### config.mk
export PLATFORM = sky130hd
export DESIGN_NAME = adc_channel_deadband_scaler_unit
export DESIGN_NICKNAME = d
export VERILOG_FILES = /design/src/rtl/adcdb_pkg.sv /design/src/rtl/adcdb_scale.sv /design/src/rtl/adc_channel_deadband_scaler_unit.sv
export SDC_FILE = /design/constraint.sdc
export NUM_CORES = 1
export LEC_CHECK = 0
export BUFFER_PORTS_ARGS = -buffer_cell sky130_fd_sc_hd__buf_2
export CAP_MARGIN = 20
export CORE_ASPECT_RATIO = 0.6
export CORE_MARGIN = 4
export CORE_UTILIZATION = 40
export CTS_BUF_LIST = sky130_fd_sc_hd__clkbuf_4 sky130_fd_sc_hd__clkbuf_8 sky130_fd_sc_hd__clkbuf_16
export DETAILED_ROUTE_END_ITERATION = 12
export PLACE_DENSITY = 0.65
export SYNTH_ARGS = -nofsm -noshare
export SYNTH_HDL_FRONTEND = slang
export SYNTH_SLANG_ARGS = --single-unit
export TNS_END_PERCENT = 1
### constraint.sdc
create_clock -name clk -period 12.9 [get_ports clk]
set_input_delay 2.58 -clock clk [delete_from_list [all_inputs] [get_ports clk]]
set_output_delay 2.58 -clock clk [all_outputs]
set_load 0.01 [all_outputs]
### src/rtl/adcdb_pkg.sv
// shared types and constants for the adc channel deadband scaler
// used by adcdb_scale and adc_channel_deadband_scaler_unit, no dependencies
`default_nettype none

package adcdb_pkg;

  localparam int CHANNELS   = 6;
  localparam int SAMPLE_MAX = 1023;
  localparam int VAR_COUNT  = 64;

  localparam int CH_W       = 3;
  localparam int SAMPLE_W   = 10;
  localparam int THRESH_W   = 10;
  localparam int VALUE_W    = 16;
  localparam int VAR_W      = 8;
  localparam int CFG_IDX_W  = 3;
  localparam int MAP_W      = 49;
  localparam int S_TDATA_W  = 16;
  localparam int M_TDATA_W  = 40;

  // sample * |out_b - out_a|
  localparam int MAG_W      = SAMPLE_W + VALUE_W;

  // x / SAMPLE_MAX == (x * RECIP_MUL) >> RECIP_SHIFT, exact for x below 2**30
  localparam int      RECIP_SHIFT = 40;
  localparam longint  RECIP_FULL  = ((64'd1 << RECIP_SHIFT) + SAMPLE_MAX - 1) / SAMPLE_MAX;
  localparam int      RECIP_W     = $clog2(RECIP_FULL + 1);
  localparam int      PROD_W      = MAG_W + RECIP_W;

  typedef enum logic [CFG_IDX_W-1:0] {
    CFG_ENABLE = 3'd0,
    CFG_THRESH = 3'd1,
    CFG_MAP0   = 3'd2,
    CFG_MAP1   = 3'd3,
    CFG_MAP2   = 3'd4,
    CFG_MAP3   = 3'd5,
    CFG_MAP4   = 3'd6,
    CFG_MAP5   = 3'd7
  } cfg_reg_t;

  typedef enum logic {
    KIND_RAW   = 1'b0,
    KIND_WRITE = 1'b1
  } kind_t;

  // layout of one map register, lowest field last
  typedef struct packed {
    logic                mapped;
    logic [VAR_W-1:0]    var_idx;
    logic [VAR_W-1:0]    var_id;
    logic [VALUE_W-1:0]  out_b;
    logic [VALUE_W-1:0]  out_a;
  } map_word_t;

  // what the pipeline carries of the map word
  typedef struct packed {
    logic                write_ok;
    logic [VAR_W-1:0]    var_idx;
    logic [VAR_W-1:0]    var_id;
    logic [VALUE_W-1:0]  out_a;
  } map_info_t;

endpackage

`default_nettype wire

### src/rtl/adcdb_scale.sv
// registered divide by SAMPLE_MAX through a reciprocal multiply
// depends on adcdb_pkg
`default_nettype none

module adcdb_scale (
  input  wire logic                          clk,
  input  wire logic                          en,
  input  wire logic [adcdb_pkg::MAG_W-1:0]   mag,
  output logic      [adcdb_pkg::VALUE_W-1:0] quot
);

  localparam logic [adcdb_pkg::RECIP_W-1:0] RecipMul =
    adcdb_pkg::RECIP_W'(adcdb_pkg::RECIP_FULL);

  logic [adcdb_pkg::PROD_W-1:0] prod;

  assign prod = adcdb_pkg::PROD_W'(mag) * adcdb_pkg::PROD_W'(RecipMul);

  always_ff @(posedge clk) begin
    if (en) begin
      quot <= prod[adcdb_pkg::RECIP_SHIFT +: adcdb_pkg::VALUE_W];
    end
  end

endmodule

`default_nettype wire

### src/rtl/adc_channel_deadband_scaler_unit.sv
// path: a changed sample passes the input, decision, divide and output registers to its raw
// report, the write next; throughput: one sample per cycle in while s_tready is high; output
// carries one or two results per kept sample and holds each sample until its last is taken
// reset: synchronous active high rst clears config, stored channel values and all valids
// depends on adcdb_pkg and adcdb_scale
`default_nettype none

module adc_channel_deadband_scaler_unit (
  input  wire logic                               clk,
  input  wire logic                               rst,
  // s_tdata: channel [2:0], sample [12:3], zero fill
  input  wire logic                               s_tvalid,
  output logic                                    s_tready,
  input  wire logic [adcdb_pkg::S_TDATA_W-1:0]    s_tdata,
  // m_tdata: chan_out [2:0], target_var [10:3], target_index [18:11], value [34:19], zero fill
  // m_tuser: kind
  output logic                                    m_tvalid,
  input  wire logic                               m_tready,
  output logic      [adcdb_pkg::M_TDATA_W-1:0]    m_tdata,
  output logic                                    m_tuser,
  output logic                                    m_tlast,
  input  wire logic                               cfg_valid,
  output logic                                    cfg_ready,
  input  wire logic [adcdb_pkg::CFG_IDX_W-1:0]    cfg_index,
  input  wire logic [adcdb_pkg::MAP_W-1:0]        cfg_data
);

  localparam int ChW  = adcdb_pkg::CH_W;
  localparam int SmpW = adcdb_pkg::SAMPLE_W;
  localparam int ValW = adcdb_pkg::VALUE_W;

  // configuration
  logic [adcdb_pkg::CHANNELS-1:0]   enable_mask;
  logic [adcdb_pkg::THRESH_W-1:0]   thresh;
  adcdb_pkg::map_word_t             map_word [adcdb_pkg::CHANNELS];
  logic [ChW-1:0]                   map_sel;

  logic [adcdb_pkg::CHANNELS-1:0][SmpW-1:0] reported_value;

  // input stage
  logic            s0_valid;
  logic [ChW-1:0]  s0_ch;
  logic [SmpW-1:0] s0_sample;

  // decision and first multiply stage
  logic                  s1_valid;
  logic [ChW-1:0]        s1_ch;
  logic [SmpW-1:0]       s1_sample;
  adcdb_pkg::map_info_t  s1_info;
  logic                  s1_neg;
  logic [adcdb_pkg::MAG_W-1:0] s1_mag;

  // divide stage
  logic                  s2_valid;
  logic [ChW-1:0]        s2_ch;
  logic [SmpW-1:0]       s2_sample;
  adcdb_pkg::map_info_t  s2_info;
  logic                  s2_neg;
  logic [ValW-1:0]       s2_quot;

  // output stage
  logic                  o_valid;
  logic                  o_phase;
  logic [ChW-1:0]        o_ch;
  logic [SmpW-1:0]       o_sample;
  adcdb_pkg::map_info_t  o_info;
  logic [ValW-1:0]       o_value;

  logic o_free, s2_ready, s1_ready, s0_ready, s0_adv;

  // decision signals
  logic                  ch_ok;
  logic [ChW-1:0]        ch_idx;
  logic [SmpW-1:0]       old_val;
  logic [SmpW-1:0]       smp_diff;
  logic                  keep;
  adcdb_pkg::map_word_t  cur_map;
  logic signed [ValW:0]  span;
  logic [ValW-1:0]       span_mag;
  adcdb_pkg::map_info_t  cur_info;

  logic [ValW-1:0]       mapped_value;

  // ---------------------------------------------------------------- config port
  assign cfg_ready = 1'b1;
  assign map_sel   = cfg_index - adcdb_pkg::CFG_MAP0;

  always_ff @(posedge clk) begin
    if (rst) begin
      enable_mask <= '0;
      thresh      <= '0;
      for (int i = 0; i < adcdb_pkg::CHANNELS; i++) begin
        map_word[i] <= '0;
      end
    end else if (cfg_valid) begin
      case (adcdb_pkg::cfg_reg_t'(cfg_index))
        adcdb_pkg::CFG_ENABLE: enable_mask <= cfg_data[adcdb_pkg::CHANNELS-1:0];
        adcdb_pkg::CFG_THRESH: thresh      <= cfg_data[adcdb_pkg::THRESH_W-1:0];
        default: begin
          map_word[map_sel] <= adcdb_pkg::map_word_t'(cfg_data);
        end
      endcase
    end
  end

  // ---------------------------------------------------------------- flow control
  assign o_free   = !o_valid || (m_tready && m_tlast);
  assign s2_ready = !s2_valid || o_free;
  assign s1_ready = !s1_valid || s2_ready;
  assign s0_ready = !s0_valid || s1_ready;
  assign s0_adv   = s0_valid && s1_ready;
  assign s_tready = s0_ready;

  // ---------------------------------------------------------------- input stage
  always_ff @(posedge clk) begin
    if (rst) begin
      s0_valid <= 1'b0;
    end else if (s0_ready) begin
      s0_valid <= s_tvalid;
    end
  end

  always_ff @(posedge clk) begin
    if (s_tvalid && s0_ready) begin
      s0_ch     <= s_tdata[ChW-1:0];
      s0_sample <= s_tdata[ChW +: SmpW];
    end
  end

  // ---------------------------------------------------------------- decision
  assign ch_ok    = s0_ch < ChW'(adcdb_pkg::CHANNELS);
  assign ch_idx   = ch_ok ? s0_ch : '0;
  assign old_val  = reported_value[ch_idx];
  assign smp_diff = (s0_sample > old_val) ? (s0_sample - old_val) : (old_val - s0_sample);
  assign keep     = ch_ok && enable_mask[ch_idx] && (s0_sample != old_val)
                    && !((thresh != '0) && (smp_diff < thresh));

  assign cur_map  = map_word[ch_idx];
  assign span     = $signed({1'b0, cur_map.out_b}) - $signed({1'b0, cur_map.out_a});
  assign span_mag = span[ValW] ? ValW'(-span) : span[ValW-1:0];

  always_comb begin
    cur_info          = '0;
    cur_info.write_ok = cur_map.mapped && (cur_map.var_id < adcdb_pkg::VAR_W'(adcdb_pkg::VAR_COUNT));
    cur_info.var_id   = cur_map.var_id;
    cur_info.var_idx  = cur_map.var_idx;
    cur_info.out_a    = cur_map.out_a;
  end

  always_ff @(posedge clk) begin
    if (rst) begin
      reported_value <= '0;
    end else if (s0_adv && keep) begin
      reported_value[ch_idx] <= s0_sample;
    end
  end

  always_ff @(posedge clk) begin
    if (rst) begin
      s1_valid <= 1'b0;
    end else if (s1_ready) begin
      s1_valid <= s0_valid && keep;
    end
  end

  always_ff @(posedge clk) begin
    if (s0_adv) begin
      s1_ch     <= s0_ch;
      s1_sample <= s0_sample;
      s1_info   <= cur_info;
      s1_neg    <= span[ValW];
      s1_mag    <= adcdb_pkg::MAG_W'(s0_sample) * adcdb_pkg::MAG_W'(span_mag);
    end
  end

  // ---------------------------------------------------------------- divide stage
  adcdb_scale u_scale (
    .clk  (clk),
    .en   (s1_valid && s2_ready),
    .mag  (s1_mag),
    .quot (s2_quot)
  );

  always_ff @(posedge clk) begin
    if (rst) begin
      s2_valid <= 1'b0;
    end else if (s2_ready) begin
      s2_valid <= s1_valid;
    end
  end

  always_ff @(posedge clk) begin
    if (s1_valid && s2_ready) begin
      s2_ch     <= s1_ch;
      s2_sample <= s1_sample;
      s2_info   <= s1_info;
      s2_neg    <= s1_neg;
    end
  end

  // truncation toward zero: divide the magnitude, then apply the sign
  assign mapped_value = s2_neg ? (s2_info.out_a - s2_quot) : (s2_info.out_a + s2_quot);

  // ---------------------------------------------------------------- output stage
  always_ff @(posedge clk) begin
    if (rst) begin
      o_valid <= 1'b0;
      o_phase <= 1'b0;
    end else if (o_free) begin
      o_valid <= s2_valid;
      o_phase <= 1'b0;
    end else if (m_tready) begin
      // raw report taken, the variable write follows
      o_phase <= 1'b1;
    end
  end

  always_ff @(posedge clk) begin
    if (s2_valid && o_free) begin
      o_ch     <= s2_ch;
      o_sample <= s2_sample;
      o_info   <= s2_info;
      o_value  <= mapped_value;
    end
  end

  assign m_tvalid = o_valid;
  assign m_tuser  = o_phase ? adcdb_pkg::KIND_WRITE : adcdb_pkg::KIND_RAW;
  assign m_tlast  = o_phase || !o_info.write_ok;
  assign m_tdata  = {
    (adcdb_pkg::M_TDATA_W - ChW - 2*adcdb_pkg::VAR_W - ValW)'(0),
    o_phase ? o_value : ValW'(o_sample),
    o_phase ? o_info.var_idx : adcdb_pkg::VAR_W'(0),
    o_phase ? o_info.var_id  : adcdb_pkg::VAR_W'(0),
    o_ch
  };

  // ---------------------------------------------------------------- assertions
  a_write_is_last: assert property (@(posedge clk) disable iff (rst)
    (m_tvalid && m_tuser) |-> m_tlast)
    else $error("variable write not marked last");

  a_write_follows_raw: assert property (@(posedge clk) disable iff (rst)
    (m_tvalid && m_tready && !m_tlast) |=> (m_tvalid && m_tuser))
    else $error("raw report without its variable write");

  a_kept_channel_valid: assert property (@(posedge clk) disable iff (rst)
    s1_valid |-> (s1_ch < ChW'(adcdb_pkg::CHANNELS)))
    else $error("out of range channel entered pipeline");

  a_state_only_on_keep: assert property (@(posedge clk) disable iff (rst)
    !(s0_adv && keep) |=> $stable(reported_value))
    else $error("stored channel value changed without a kept transaction");

  a_kept_sample_stored: assert property (@(posedge clk) disable iff (rst)
    (s0_adv && keep) |=> (reported_value[$past(ch_idx)] == $past(s0_sample)))
    else $error("kept sample not stored");

endmodule

`default_nettype wire

==> results of run 1 <==
-- through the flow --
step / util [%] / instance area [um2] / cells
global placement: 43.0 / 39700 / 4376
global route: 45.3 / 41900 / 4489
finish: 45.3 / 41900 / 4493
floorplan: - / 37600 / 3111
CTS: 45.3 / 41900 / 4489
detailed placement: 43.0 / 39700 / 4377
-- critical path, delay by kind of cell, from the launching register on --
kind	cells	cell delay, ps
adders and majority gates	8	3720
AOI/OAI and AO/OA	10	2740
and+or+nand+nor	9	1670
muxes	2	1440
buffers and inverters	6	1030
DFF	1	500
xor gates and xnor gates	1	90
-- path summary, 6_finish.rpt --
kind | from | endpoint | slack, ps | depth (start not counted)
max reg2reg | s0_ch[1]$_DFFE_PP_ | s1_mag[23]$_DFFE_PP_ | 1420 | 36
min reg2reg | s1_info[11]$_DFFE_PP_ | s2_info[11]$_DFFE_PP_ | 420 | 0
max | s0_ch[1]$_DFFE_PP_ | s1_mag[23]$_DFFE_PP_ | 1420 | 36
min | s1_info[11]$_DFFE_PP_ | s2_info[11]$_DFFE_PP_ | 420 | 0
-- layout make-up --
| type | instances | area, um2 | area share [%] |
|---|---|---|---|
| clock inverter | 38 | 490 | 1.17 |
| clock buffer | 74 | 1670 | 4.00 |
| antenna | 4 | 10.0 | 0.0239 |
| sequential | 668 | 19200 | 45.9 |
| inverter | 308 | 1160 | 2.76 |
| tap | 1232 | 1540 | 3.68 |
| multi-input combinational | 2000 | 16800 | 40.0 |
| timing repair buffer | 169 | 1010 | 2.41 |
-- cells by family (layout without fill, tap and decap cells) --
group | after synthesis | after routing | synth area share (%)
multiplexers | 198 | 198 | 8.95
adder cells (fa/ha/maj) | 378 | 378 | 15.2
AND/OR/NAND/NOR | 1011 | 1011 | 12.2
buffers and inverters | 443 | 589 | 4.52
AO/OA/AOI/OAI | 317 | 317 | 5.71
XOR/XNOR | 90 | 90 | 2.16
flip-flops | 668 | 668 | 51.2
other | 2 | 10 | 0.0200
-- flip-flops by register name, indices dropped and copies added, names as in the netlist, 3 cells and up --
name            count
enable_mask         6
map_word          392
o_ch                3
o_info             17
o_sample           10
o_value            16
reported_value     60
s0_ch               3
s0_sample          10
s1_ch               3
s1_info            33
s1_mag             26
s1_sample          10
s2_ch               3
s2_info            33
s2_sample          10
thresh             10
u_scale.quot       16
-- routing by layer --
layer | vias up | share of wire (%) | GRT usage [%]
met1 | 11888 | 49 | 30.0
met4 | 8 | 1.5 | 3.30
met5 | - | 0.061 | 0
met2 | 823 | 40 | 26.1
met3 | 112 | 9.1 | 4.57
li1 | 11100 | - | -
-- layout by cell type, fill, tap and decap left out, types with 106 or more instances in the layout --
cell	instances
nor2_1	372
buf_2	108
nand2_1	305
and2_1	106
edfxtp_1	587
mux4_2	109
a21oi_1	116
fa_1	129
ha_1	247
inv_1	306
==> impl_metrics.json, run 1 <==
{
  "dp_hpwl_um": 64200,
  "yosysTopAreaCell": "edfxtp_1",
  "vias": 23931,
  "synth-seq-area-share_pct": 51.2,
  "synth_top_area_share_pct": 46.9,
  "max-cap-violations": 0,
  "cts_sinks": 668,
  "maxSlewViolCount": 0,
  "slowest_delay_ps": 890,
  "critical_path.slowest_cell": "mux2i_1",
  "finalSetupViolCount": 0,
  "fp.dieArea_um2": 99000,
  "worstHoldPathType": "reg -> reg",
  "path_class": "reg -> reg",
  "skew_ps": 31.3,
  "yosys_warnings": 0,
  "ant_nets": 0,
  "async_reset_ff_share_pct": 0,
  "drt-vias-per-instance": 5.33,
  "coreArea_um2": 92400,
  "overflow": 0,
  "dr.pass1.iters": 5,
  "yosysUniqueCellTypes": 80,
  "initial_core_util_pct": 40.6,
  "wirelength_um": 93500,
  "fin_crit_ps": 11480,
  "routedWlPerCell_um": 20.8,
  "row_count": 86,
  "synthToLayoutAreaGrowth_pct": 11.5,
  "dp_slack_ps": 1500,
  "clk-insertion-delay-late_ps": 650,
  "tightest_slew_ps": 1080,
  "fin_crit_sh_pct": 89.0,
  "synthTopCellsByArea": "edfxtp_1 (47%), ha_1 (8.3%), fa_1 (6.9%)",
  "ys_ff_latch": 668,
  "htree_levels": 2,
  "cts_tree": "yes",
  "post_synth.cell_area_avg_um2": 12.1,
  "required_ps": 13290,
  "crit_fanout": 17,
  "fillCellCount": 8331,
  "drc_errors": 0,
  "routabilityCongestion": 0.864,
  "fmax_ghz": 0.0871,
  "slew_headroom_pct": 26.0,
  "io_pins": 118,
  "ys.flop_type": "edfxtp_1",
  "nNetsFinal": 3658,
  "fin_ws_ps": 1420,
  "grt_pass1_wl_um": 143000,
  "cts_buffer_depth": 3,
  "clkTransAtPathRegs_ps": 70,
  "synthesis.area_um2": 37600,
  "crit_arrival_ps": 11870,
  "hold_violations": 0,
  "die_y_um": 245,
  "startpoint_type": "register",
  "numCtsBuffers": 60,
  "cp-end-kind": "register",
  "holdBufCountCts": 0,
  "synth-edff-count": 587,
  "holdWs_ps": 418,
  "die_x_um": 404,
  "clockRootBuffer": "clkbuf_16",
  "final.setup.tns_ps": 0,
  "grt_pass1_vias": 23246,
  "yosysMostFrequentCell": "edfxtp_1",
  "syn_inst": 3107,
  "drtIter0Drc": 2207,
  "drive_above_1_share_pct": 13.8,
  "rsz0062_at_grt": "false",
  "grt_start_max_net_pins": 85,
  "track_usage_pct": 18.9,
  "post_cts_buffers": 0,
  "synth.top_cells.by_count": "edfxtp_1 (587), nor2_1 (372), nand2_1 (311), inv_1 (306), ha_1 (249)",
  "cts_resized": 0,
  "antenna_found_initial": 9,
  "port_buffers": 108,
  "status": "complete, no violations"
}
Power of run 1 is left out: the tool's default activity adds up to more than one toggle a clock period on the data nets, which glitch-free logic cannot reach.
==> inputs of run 2 (changes only) <==
SYNTH_HIERARCHICAL = 1   (was unset)
==> run 2 against run 1 <==
  * Global-route usage rose by 0.084 points
  * Final area fell by 0.91%
  * Critical path type unchanged
  * Clock skew up 1.1 ps
  * Critical endpoint is now s1_mag[24]$_DFFE_PP_
  * Highest routed layer unchanged
  * Hold slack got worse by 4.9 ps
  * Count of clock-buffer cells in the layout rose by 8
  * Area after synthesis shrank 0.42%
==> impl_metrics.json, run 2 <==
{
  "status": "complete, no violations",
  "grt_pass1_wl_um": 143000,
  "ys_ff_latch": 668,
  "slowest_delay_ps": 710,
  "die_x_um": 403,
  "path_class": "reg -> reg",
  "dr_wl_met3_um": 8640,
  "ant_nets": 0,
  "yosys_warnings": 6,
  "antenna_found_initial": 16,
  "crit_arrival_ps": 11460,
  "drtIter0Drc": 2300,
  "row_count": 86,
  "io_pins": 118,
  "fmax_ghz": 0.0904,
  "dr.pass1.iters": 7,
  "port_buffers": 108,
  "crit_fanout": 33,
  "htree_levels": 2,
  "synth-edff-count": 587,
  "die_y_um": 245,
  "holdWs_ps": 414,
  "synthToLayoutAreaGrowth_pct": 11.0,
  "cp-end-kind": "register",
  "max-cap-violations": 0,
  "met1_length_um": 44500,
  "cts_buffer_depth": 3,
  "clkTransAtPathRegs_ps": 60,
  "post_cts_buffers": 0,
  "yosysMostFrequentCell": "edfxtp_1",
  "drive_above_1_share_pct": 13.7,
  "fp.dieArea_um2": 98600,
  "dr.max_layer_used": "met5",
  "track_usage_pct": 18.9,
  "vias": 23486,
  "final_cell_mix": "edfxtp_1 (587), nor2_1 (369), nand2_1 (310), inv_1 (262), ha_1 (248)",
  "tightest_slew_ps": 1080,
  "final.setup.tns_ps": 0,
  "synth-seq-area-share_pct": 51.5,
  "maxSlewViolCount": 0,
  "drc_errors": 0,
  "fin_crit_ps": 11070,
  "yosysUniqueCellTypes": 89,
  "required_ps": 13290,
  "wirelength_um": 93900,
  "coreArea_um2": 92200,
  "grt_pass1_vias": 23046,
  "dp_hpwl_um": 63300,
  "holdBufCountCts": 0,
  "hold_violations": 0,
  "cts_sinks": 668,
  "synth_top_area_share_pct": 47.1,
  "synthTopCellsByArea": "edfxtp_1 (47%), ha_1 (8.4%), fa_1 (6.8%)",
  "numCtsBuffers": 61,
  "grt_start_max_net_pins": 77,
  "overflow": 0,
  "cts_resized": 0,
  "fin_crit_sh_pct": 85.8,
  "nNetsFinal": 3600,
  "largest_reg_flops": 392,
  "rsz0062_at_grt": "false",
  "cpMostUsedCell": "fa_1",
  "syn_inst": 3046,
  "cts_tree": "yes",
  "drt-vias-per-instance": 5.29,
  "finalSetupViolCount": 0,
  "yosysTopAreaCell": "edfxtp_1",
  "routabilityCongestion": 0.875,
  "clockRootBuffer": "clkbuf_16",
  "clk-insertion-delay-late_ps": 650,
  "largestRegisters": "map_word (392), reported_value (60)",
  "skew_ps": 32.4,
  "worstHoldPathType": "reg -> reg",
  "synthesis.area_um2": 37400,
  "wl_met2_um": 39200,
  "ys.flop_type": "edfxtp_1",
  "initial_core_util_pct": 40.6,
  "post_synth.cell_area_avg_um2": 12.3,
  "critical_path.slowest_cell": "nand2b_4",
  "routedWlPerCell_um": 21.2,
  "async_reset_ff_share_pct": 0,
  "top_register": "map_word",
  "slew_headroom_pct": 27.6,
  "mostFrequentLayoutCell": "edfxtp_1",
  "synth.top_cells.by_count": "edfxtp_1 (587), nor2_1 (369), nand2_1 (310), inv_1 (262), ha_1 (250)",
  "startpoint_type": "register"
}
run 2: cell types whose count changed in the layout (fill, tap and decap cells not counted), moves of 13 or more:
cell      before  now
a21oi_1      116  101
nor4_1        16    3
and2_1       106  143
clkbuf_4       5   18
nand2b_1      44   23
clkinv_1       2   19
inv_1        306  262
run 2: logic make-up (layout without fill, tap and decap cells):
logic type,count (synthesis),count (layout),synth area share [%]
AND/OR/NAND/NOR,1004,1004,12.4
buffers and inverters,394,542,4.09
flip-flops,668,668,51.5
other,2,12,0.0201
adder cells (fa/ha/maj),378,378,15.2
XOR/XNOR,85,85,2.05
AO/OA/AOI/OAI,314,314,5.71
multiplexers,201,201,9.07
run 2: critical path, delay by kind of cell (launching register included):
family          cells  cell delay, ps
flops               1             510
simple gates        7            1900
compound gates     12            2750
xor+xnor            1             510
buf+inv             6            1130
mux                 1             540
fa+ha+maj           8            3470
run 2: area by class of cell:
type | instances | area (um2)
fill | 8308 | 50700
sequential | 668 | 19200
multi-input combinational | 1988 | 16800
clock buffer | 82 | 1710
tap | 1232 | 1540
inverter | 267 | 1000
timing repair buffer | 163 | 963
clock inverter | 30 | 270
antenna | 6 | 15.0
run 2: through the flow:
| stage | worst slack, ps | instance area (um2) | utilization, % | std cells |
|---|---|---|---|---|
| 5_1_grt | 1060 | 41500 | 45.0 | 4433 |
| 2_1_floorplan | 3310 | 37400 | - | 3050 |
| 4_1_cts | 1850 | 41500 | 45.0 | 4429 |
| 3_3_place_gp | 2030 | 39500 | 42.8 | 4317 |
| 6_report | 1830 | 41500 | 45.0 | 4436 |
| 3_5_place_dp | 1930 | 39500 | 42.8 | 4317 |
run 2: layer usage:
| layer | global-route usage (%) | vias to the layer above |
|---|---|---|
| li1 | - | 10924 |
| met4 | 3.77 | 6 |
| met2 | 27.3 | 889 |
| met5 | 0 | - |
| met3 | 4.84 | 122 |
| met1 | 28.9 | 11545 |
run 2: path summary, 6_finish.rpt:
check	start	cells after the start	end	slack, ps
worst max register to register	s0_ch[1]$_DFFE_PP_	35	s1_mag[24]$_DFFE_PP_	1830
worst max-delay path	s0_ch[1]$_DFFE_PP_	35	s1_mag[24]$_DFFE_PP_	1830
worst min-delay path	s1_info[20]$_DFFE_PP_	0	s2_info[20]$_DFFE_PP_	410
worst min register to register	s1_info[20]$_DFFE_PP_	0	s2_info[20]$_DFFE_PP_	410
Power of run 2 is left out for the same reason.
